**src/rtl/htc_pkg.sv**
```systemverilog
// ----------------------------------------------------------------------------
// htc_pkg - shared types and constants for the hold-to-confirm timer
// Sequencer states, field widths and the per-mille scale.
// ----------------------------------------------------------------------------
package htc_pkg;

    localparam int TIME_BITS_DEF = 40;
    localparam int REQ_BITS      = 16;
    localparam int PROG_BITS     = 10;
    localparam int PROD_BITS     = REQ_BITS + PROG_BITS;
    localparam int CNT_BITS      = $clog2(PROG_BITS);

    localparam logic [REQ_BITS-1:0]  REQ_RESET     = 16'd1000;
    localparam logic [PROG_BITS-1:0] PERMILLE_FULL = 10'd1000;
    localparam logic [PROG_BITS-1:0] PERMILLE_ZERO = 10'd0;

    typedef enum logic [2:0] {
        S_IDLE,
        S_EVAL,
        S_SCALE,
        S_DIVIDE,
        S_EMIT
    } t_state;

endpackage

```
**src/rtl/hold_to_confirm_timer_core.sv**
```systemverilog
// ----------------------------------------------------------------------------
// hold_to_confirm_timer_core - long-press detector with per-mille progress
// Tracks a button hold against a programmable time and reports a one-shot
// fire pulse plus hold progress for every sample word.
// ----------------------------------------------------------------------------
//
//  channel | direction | handshake                   | payload
//  --------+-----------+-----------------------------+---------------------------------
//  in      | input     | i_in_valid / o_in_ready     | i_button_held, i_time_now_ms
//  out     | output    | o_out_valid / i_out_ready   | o_confirm_fired, o_hold_progress
//  cfg     | input     | i_cfg_wr_en (no wait)       | i_cfg_wr_data (required_hold_ms)
//
//  Steps: a word that needs a progress division goes from accept to result
//  through evaluate, scale, 10 restoring-divide steps and emit; every other
//  word goes through evaluate and emit only. The divide loop runs through the
//  one shared compare/subtract unit at one quotient bit per cycle.
//  Reset: synchronous, active low; clears the hold state, loads the required
//  time with 1000 ms and empties the output register.
//  Stalls: the result sits in the output register; a new word is taken while
//  it waits, and the next result waits in EMIT until the register frees up.
// ----------------------------------------------------------------------------
module hold_to_confirm_timer_core #(
    parameter int TIME_BITS = htc_pkg::TIME_BITS_DEF
) (
    input  logic                          i_clk,
    input  logic                          i_rst_n,
    // configuration
    input  logic                          i_cfg_wr_en,
    input  logic [htc_pkg::REQ_BITS-1:0]  i_cfg_wr_data,
    // sample words in
    input  logic                          i_in_valid,
    output logic                          o_in_ready,
    input  logic                          i_button_held,
    input  logic [TIME_BITS-1:0]          i_time_now_ms,
    // result words out
    output logic                          o_out_valid,
    input  logic                          i_out_ready,
    output logic                          o_confirm_fired,
    output logic [htc_pkg::PROG_BITS-1:0] o_hold_progress
);
    import htc_pkg::*;

    t_state                r_state, n_state;

    // configuration and hold state
    logic [REQ_BITS-1:0]   r_req;
    logic [TIME_BITS-1:0]  r_start, n_start;
    logic                  r_active, n_active;
    logic                  r_done, n_done;

    // captured sample word
    logic                  r_held;
    logic [TIME_BITS-1:0]  r_now;

    // divider datapath: remainder and dividend/quotient shift register
    logic [REQ_BITS-1:0]   r_rem, n_rem;
    logic [PROG_BITS-1:0]  r_quo, n_quo;
    logic [REQ_BITS-1:0]   r_elapsed, n_elapsed;
    logic [CNT_BITS-1:0]   r_cnt, n_cnt;

    // pending result
    logic                  r_fired, n_fired;
    logic [PROG_BITS-1:0]  r_prog, n_prog;
    logic                  n_eval_div;

    // output register
    logic                  r_out_valid;
    logic                  r_out_fired;
    logic [PROG_BITS-1:0]  r_out_prog;

    // shared arithmetic
    logic [TIME_BITS:0]    diff;
    logic                  went_back;
    logic                  reached;
    logic [PROD_BITS-1:0]  product;
    logic [REQ_BITS:0]     trial;
    logic                  trial_ge;
    logic                  emit_go;

    assign o_in_ready      = (r_state == S_IDLE);
    assign o_out_valid     = r_out_valid;
    assign o_confirm_fired = r_out_fired;
    assign o_hold_progress = r_out_prog;

    // Elapsed time with borrow; the borrow flags a timestamp that went backwards.
    assign diff      = {1'b0, r_now} - {1'b0, r_start};
    assign went_back = diff[TIME_BITS];
    assign reached   = (diff[TIME_BITS-1:REQ_BITS] != '0) ||
                       (diff[REQ_BITS-1:0] >= r_req);

    assign product = PROD_BITS'(r_elapsed) * PROD_BITS'(PERMILLE_FULL);

    // Restoring divide step: shift in the next dividend bit, subtract if it fits.
    assign trial    = {r_rem, r_quo[PROG_BITS-1]};
    assign trial_ge = (trial >= {1'b0, r_req});

    // The output register frees up this cycle or is already empty.
    assign emit_go = !r_out_valid || i_out_ready;

    // Next state
    always_comb begin
        n_state = r_state;
        case (r_state)
            S_IDLE: begin
                if (i_in_valid) begin
                    n_state = S_EVAL;
                end
            end
            S_EVAL: begin
                n_state = n_eval_div ? S_SCALE : S_EMIT;
            end
            S_SCALE: begin
                n_state = S_DIVIDE;
            end
            S_DIVIDE: begin
                if (r_cnt == CNT_BITS'(PROG_BITS - 1)) begin
                    n_state = S_EMIT;
                end
            end
            S_EMIT: begin
                if (emit_go) begin
                    n_state = S_IDLE;
                end
            end
            default: begin
                n_state = S_IDLE;
            end
        endcase
    end

    // Datapath and hold-state updates per state
    always_comb begin
        n_start    = r_start;
        n_active   = r_active;
        n_done     = r_done;
        n_rem      = r_rem;
        n_quo      = r_quo;
        n_elapsed  = r_elapsed;
        n_cnt      = r_cnt;
        n_fired    = r_fired;
        n_prog     = r_prog;
        n_eval_div = 1'b0;
        case (r_state)
            S_EVAL: begin
                n_fired = 1'b0;
                n_prog  = PERMILLE_ZERO;
                if (r_req == '0) begin
                    // disabled: leave the state alone, report zeros
                end else if (!r_held) begin
                    // release: drop the hold
                    n_start  = '0;
                    n_active = 1'b0;
                    n_done   = 1'b0;
                end else if (r_done) begin
                    n_prog = PERMILLE_FULL;
                end else if (!r_active || went_back) begin
                    // first held sample, or time ran backwards: restart here
                    n_start  = r_now;
                    n_active = 1'b1;
                end else if (reached) begin
                    n_done  = 1'b1;
                    n_fired = 1'b1;
                    n_prog  = PERMILLE_FULL;
                end else begin
                    n_elapsed  = diff[REQ_BITS-1:0];
                    n_eval_div = 1'b1;
                end
            end
            S_SCALE: begin
                {n_rem, n_quo} = product;
                n_cnt          = '0;
            end
            S_DIVIDE: begin
                n_rem = trial_ge ? REQ_BITS'(trial - {1'b0, r_req}) : trial[REQ_BITS-1:0];
                n_quo = {r_quo[PROG_BITS-2:0], trial_ge};
                n_cnt = r_cnt + 1'b1;
                if (r_cnt == CNT_BITS'(PROG_BITS - 1)) begin
                    n_prog = {r_quo[PROG_BITS-2:0], trial_ge};
                end
            end
            default: begin
            end
        endcase
    end

    // Control and hold state
    always_ff @(posedge i_clk) begin
        if (!i_rst_n) begin
            r_state     <= S_IDLE;
            r_req       <= REQ_RESET;
            r_start     <= '0;
            r_active    <= 1'b0;
            r_done      <= 1'b0;
            r_out_valid <= 1'b0;
        end else begin
            r_state  <= n_state;
            r_start  <= n_start;
            r_active <= n_active;
            r_done   <= n_done;
            if (i_cfg_wr_en) begin
                r_req <= i_cfg_wr_data;
            end
            if (r_state == S_EMIT && emit_go) begin
                r_out_valid <= 1'b1;
            end else if (i_out_ready) begin
                r_out_valid <= 1'b0;
            end
        end
    end

    // Payload registers
    always_ff @(posedge i_clk) begin
        if (i_in_valid && o_in_ready) begin
            r_held <= i_button_held;
            r_now  <= i_time_now_ms;
        end
        r_rem     <= n_rem;
        r_quo     <= n_quo;
        r_elapsed <= n_elapsed;
        r_cnt     <= n_cnt;
        r_fired   <= n_fired;
        r_prog    <= n_prog;
        if (r_state == S_EMIT && emit_go) begin
            r_out_fired <= r_fired;
            r_out_prog  <= r_prog;
        end
    end

endmodule

```
**config.mk**
```make
export PLATFORM = sky130hd
export DESIGN_NAME = hold_to_confirm_timer_core
export DESIGN_NICKNAME = d
export VERILOG_FILES = /design/src/rtl/htc_pkg.sv /design/src/rtl/hold_to_confirm_timer_core.sv
export SDC_FILE = /design/constraint.sdc
export NUM_CORES = 1
export LEC_CHECK = 0
export BUFFER_PORTS_ARGS = -buffer_cell sky130_fd_sc_hd__buf_2
export CAP_MARGIN = 20
export CORE_MARGIN = 4
export CORE_UTILIZATION = 35
export DETAILED_ROUTE_END_ITERATION = 10
export PLACE_DENSITY = 0.49
export REMOVE_ABC_BUFFERS = 1
export SETUP_SLACK_MARGIN = 0.4
export SLEW_MARGIN = 10
export SYNTH_ARGS = -nofsm -noshare
export SYNTH_HDL_FRONTEND = slang
export SYNTH_SLANG_ARGS = --single-unit
export TNS_END_PERCENT = 20
```
**constraint.sdc**
```tcl
create_clock -name i_clk -period 7.2 [get_ports i_clk]
set_input_delay 1.44 -clock i_clk [delete_from_list [all_inputs] [get_ports i_clk]]
set_output_delay 1.44 -clock i_clk [all_outputs]
set_load 0.02 [all_outputs]
```
==> results.sh, run 1 <==
export IMPL_outcome="completed"
export IMPL_numCtsBuffers=17
export IMPL_synth_main_ff_cell="edfxtp_1"
export IMPL_crit_arrival_ps=5340
export IMPL_power_density_nw_per_um2=177
export IMPL_die_y_um=198
export IMPL_hp_class="reg2reg"
export IMPL_finalSetupViolCount=0
export IMPL_finalClockSkew_ps=12.7
export IMPL_grt_ovfl_total=0
export IMPL_cts_tree="built"
export IMPL_finalHoldViolations=0
export IMPL_worst_pin_slew_ps=1010
export IMPL_dieArea_um2=39300
export IMPL_io_buffers=74
export IMPL_yosysTopAreaCell="edfxtp_1"
export IMPL_n_antenna_cell=0
export IMPL_cts_sinks=171
export IMPL_die_w_um=198
export IMPL_cp_max_fo=16
export IMPL_num_rows=69
export IMPL_routed_via_count=9901
export IMPL_finalCritPeriodShare=0.723
export IMPL_seq_area_frac_synth=0.356
export IMPL_start_kind="register"
export IMPL_grt_pass1_vias=9772
export IMPL_syn_cell_area_um2=12700
export IMPL_placed_cells=1854
export IMPL_final_common_cell="inv_1"
export IMPL_tns_ps=0
export IMPL_clk_latency_ps=450
export IMPL_cts_repair_resized=0
export IMPL_post_cts_buffers=0
export IMPL_final_nets=1658
export IMPL_crit_required_ps=7330
export IMPL_synth_warnings=0
export IMPL_route_detailed_drc=0
export IMPL_drv_slew=0
export IMPL_dpl_hpwl_mm=25.0
export IMPL_final_area_um2=14100
export IMPL_drt_iter0_drc=402
export IMPL_slew_headroom=0.326
export IMPL_dr_pass1_iters=5
export IMPL_start_util=0.355
export IMPL_avgSynthCellArea_um2=9.32
export IMPL_vdd_ir_drop_max_mv=0.152
export IMPL_finalCriticalPeriod_ps=5210
export IMPL_cap_violations=0
export IMPL_grt_total_usage=0.167
export IMPL_grt_pass1_wl_mm=52.1
export IMPL_synth_cell_types=72
export IMPL_async_flop_share=0
export IMPL_final_cell_mix="148 x inv_1, 130 x nand2_1, 130 x a21oi_1, 127 x ha_1, 109 x edfxtp_1"
export IMPL_yosys_top_cells_area="edfxtp_1 26%, ha_1 13%, dfxtp_1 9.8%, fa_1 8.8%, a21oi_1 5.1%"
export IMPL_core_area_um2=35700
export IMPL_rsz0062_at_grt="false"
export IMPL_clock_path_buffers=2
export IMPL_wl_mm=32.2
export IMPL_synth_edff_count=109
export IMPL_syn_inst=1359
export IMPL_ios=75
export IMPL_cts_hold_buffers=0
export IMPL_clk_pin_slew_ps=80
export IMPL_synthDominantCellAreaShare=0.258
export IMPL_fmax_mhz=192
export IMPL_place_gp_congestion=0.887
export IMPL_grt_max_degree=51
export IMPL_drt_vias_per_instance=5.25
export IMPL_grt_antenna_before_repair=0
export IMPL_placed_area_um2=13500
export IMPL_drive_gt1_frac=0.0954
export IMPL_power_leakage_nw=5.76
export IMPL_endpoint_kind="register"
export IMPL_fin_cells=1887
export IMPL_worstSetupPathType="reg2reg"
export IMPL_area_growth_pct=11.5
export IMPL_ctsHtreeMaxLevel=4
export IMPL_cts_root_buf="clkbuf_16"
export IMPL_final_antenna_net_count=0
export IMPL_avgRoutedWirePerCell_um=17.1
export IMPL_ys_seq_elements=171
-- sequential cells by signal, summed over array words and instances (netlist names), 3 cells and up --
register,flops
r_req,16
r_cnt,4
r_elapsed,16
r_state,3
o_hold_progress,10
r_start,40
r_prog,10
r_now,40
r_quo,10
r_rem,16
-- power breakdown --
group,internal [mW],switching [mW],total (mW)
Clock,0.544,0.439,0.983
Combinational,0.158,0.259,0.418
Sequential,1.08,0.0206,1.10
-- worst max-delay path, stage by stage, from the launching register on --
cell and delay, ps:
edfxtp_1 390, inv_1 70, ha_1 150, inv_1 50, fa_1 390, a21o_1 230, a31oi_1 180, nor2b_1 70
o21ai_0 270, o21bai_1 160, a21o_1 190, a21oi_1 160, xnor2_1 180, ha_1 280, nand4_1 110, a21oi_1 50
or4_1 540, nor4_1 190, o2111a_1 210, and4_1 200, nand4_1 220, nor4_2 310, buf_4 270
-- final cells by class --
type / instances / area, um2
inverters: 149 / 559
clock inverters: 11 / 120
multi-input cells: 991 / 7410
flip-flops and latches: 171 / 4510
well taps: 461 / 577
fillers: 3606 / 21500
repair buffers: 83 / 445
clock buffers: 21 / 497
-- cell families after synthesis --
kind of cell	synth area share
muxes	0.0153
xor gates and xnor gates	0.0311
and+or+nand+nor	0.154
DFF	0.356
buffers and inverters	0.0596
adders and majority gates	0.214
AOI/OAI and AO/OA	0.169
-- stage by stage --
stage	hold WS, ps	power, mW	setup slack (ps)	utilization
final	419	2.50	1990	0.396
after floorplan	400	1.41	1320	-
after CTS	423	2.53	1950	0.396
after detailed placement	406	1.54	1980	0.378
after global placement	401	1.54	2040	0.378
after global routing	427	2.63	1640	0.396
-- Yosys cell counts, types with 28 or more instances --
master,count
a21o_1,30
fa_1,56
nor2_1,71
dfxtp_1,62
edfxtp_1,109
ha_1,127
nand3_1,62
o21ai_0,63
a21oi_1,130
xnor2_1,30
inv_1,149
clkbuf_1,28
nand2_1,130
-- layer usage --
metal	track usage	vias to the layer above	share of wire	routed length (um)
li1	-	4958	-	-
met1	0.220	4754	0.46	14900
met2	0.288	158	0.49	15900
met3	0.0269	31	0.030	981
met4	0.0403	0	0.014	441
met5	0	-	0	0
-- path summary, 6_finish.rpt --
| check | startpoint | endpoint | slack [ps] | cells after the start |
|---|---|---|---|---|
| worst max-delay path | r_now[0] | r_elapsed[13] | 1990 | 22 |
| worst min-delay path | r_prog[8] | o_hold_progress[8] | 420 | 0 |
| worst max register to register | r_now[0] | r_elapsed[13] | 1990 | 22 |
| worst min register to register | r_prog[8] | o_hold_progress[8] | 420 | 0 |
Power figures use the tool's default switching activity.
==> run 2: changes to the inputs <==
- PLACE_DENSITY: 0.49 -> 0.51
- clock period: 7.2 -> 4.3 ns (I/O delays scaled with it)
==> results.sh, run 2 (synthesis results as in run 1) <==
export IMPL_io_buffers=74
export IMPL_top_regs="r_now (40), r_start (40)"
export IMPL_clk_pin_slew_ps=80
export IMPL_fmax_mhz=203
export IMPL_worst_pin_slew_ps=973
export IMPL_die_y_um=198
export IMPL_finalClockSkew_ps=13.1
export IMPL_fin_cells=2020
export IMPL_wl_mm=33.0
export IMPL_start_kind="register"
export IMPL_n_antenna_cell=0
export IMPL_cts_sinks=171
export IMPL_clk_latency_ps=450
export IMPL_ios=75
export IMPL_dieArea_um2=39300
export IMPL_cts_root_buf="clkbuf_16"
export IMPL_outcome="finished, violations left"
export IMPL_area_growth_pct=22.0
export IMPL_routed_via_count=10400
export IMPL_placed_area_um2=14400
export IMPL_grt_pass1_wl_mm=52.8
export IMPL_violations="setup timing"
export IMPL_dr_pass1_iters=5
export IMPL_ctsHtreeMaxLevel=4
export IMPL_route_detailed_drc=0
export IMPL_grt_antenna_before_repair=0
export IMPL_final_cell_mix="142 x inv_1, 135 x buf_4, 130 x nand2_1, 119 x a21oi_1, 118 x ha_1"
export IMPL_dpl_hpwl_mm=26.0
export IMPL_drt_iter0_drc=526
export IMPL_cp_max_fo=5
export IMPL_power_density_nw_per_um2=271
export IMPL_endpoint_kind="register"
export IMPL_whs_ps=418
export IMPL_grt_max_degree=57
export IMPL_drive_gt1_frac=0.206
export IMPL_final_antenna_net_count=0
export IMPL_start_util=0.355
export IMPL_power_mw=4.18
export IMPL_crit_arrival_ps=5080
export IMPL_avgRoutedWirePerCell_um=16.3
export IMPL_vdd_ir_drop_max_mv=0.315
export IMPL_rsz0062_at_grt="true"
export IMPL_worstSetupPathType="reg2reg"
export IMPL_crit_required_ps=4450
export IMPL_clock_path_buffers=2
export IMPL_num_rows=69
export IMPL_finalCriticalPeriod_ps=4930
export IMPL_core_area_um2=35700
export IMPL_finalSetupViolCount=34
export IMPL_hp_class="reg2reg"
export IMPL_final_area_um2=15500
export IMPL_final_nets=1791
export IMPL_drt_vias_per_instance=5.13
export IMPL_finalCoreUtilization=0.433
export IMPL_cts_tree="built"
export IMPL_numCtsBuffers=17
export IMPL_power_leakage_nw=6.43
export IMPL_final_common_cell="inv_1"
export IMPL_grt_total_usage=0.167
export IMPL_grt_ovfl_total=0
export IMPL_finalCritPeriodShare=1.15
export IMPL_die_w_um=198
export IMPL_tns_ps=-17600
export IMPL_setup_ws_ps=-626
export IMPL_finalHoldViolations=0
export IMPL_slew_headroom=0.351
export IMPL_place_gp_congestion=0.893
export IMPL_cap_violations=0
export IMPL_dp_slack_ps=-847
export IMPL_grt_pass1_vias=10200
export IMPL_drv_slew=0
export IMPL_placed_cells=1978
==> run 2: changes by cell type in the layout (fill, tap and decap cells not counted), sizes merged <==
cell,previous run,this run
inv,156,157
clkbuf,21,17
buf,83,215
nor2,72,73
bufinv,1,0
clkinv,2,6
==> run 2: final timing paths <==
path,from,to,slack (ps),cells past startpoint
max,r_now[2],r_elapsed[6],-630,19
min,r_prog[7],o_hold_progress[7],420,0
max reg2reg,r_now[2],r_elapsed[6],-630,19
min reg2reg,r_prog[7],o_hold_progress[7],420,0
==> run 2: cell type report <==
class | count | area [um2]
clock buffer | 17 | 425
clock inverter | 15 | 150
fill | 3537 | 20200
inverter | 149 | 559
multi-input combinational | 992 | 7760
sequential | 171 | 4510
tap | 461 | 577
timing repair buffer | 215 | 1470
==> run 2: worst max-delay path, cell delays in order, from the launching register on <==
cell and delay [ps]:
edfxtp_1 490, ha_4 330, o211ai_1 110, a21oi_2 170, nor4_1 70, buf_4 150, o31ai_2 260, a21o_1 150
a21oi_1 70, xnor2_1 240, ha_1 310, a21oi_1 210, a21oi_2 90, or4_1 490, nor4_2 220, o2111a_1 200
and4_1 210, nand4_1 210, nor4_4 430, buf_4 220
==> run 2: routing by layer <==
layer / global-route usage / up-vias / part of all wire / wire length (um)
met5: 0 / - / 0 / 0
met4: 0.0434 / 0 / 0.018 / 597
met3: 0.0219 / 37 / 0.026 / 869
met2: 0.288 / 152 / 0.49 / 16100
met1: 0.223 / 4953 / 0.47 / 15300
li1: - / 5214 / - / -
==> run 2: power by group <==
part	switching, mW	internal [mW]	leakage, nW	total, mW
logic	0.458	0.358	4.64	0.816
clock network	0.746	0.772	0.280	1.52
registers	0.0391	1.81	1.52	1.85
total	1.24	2.94	6.43	4.18
==> run 2: timing repair <==
action                                  in CTS  in global routing
gates resized for setup                     53                 25
pin swaps                                   48                 17
hold buffers                                 0                  0
buffers inserted                             6                  1
endpoints found under the setup margin      42                 83
gates cloned                                 2                  0
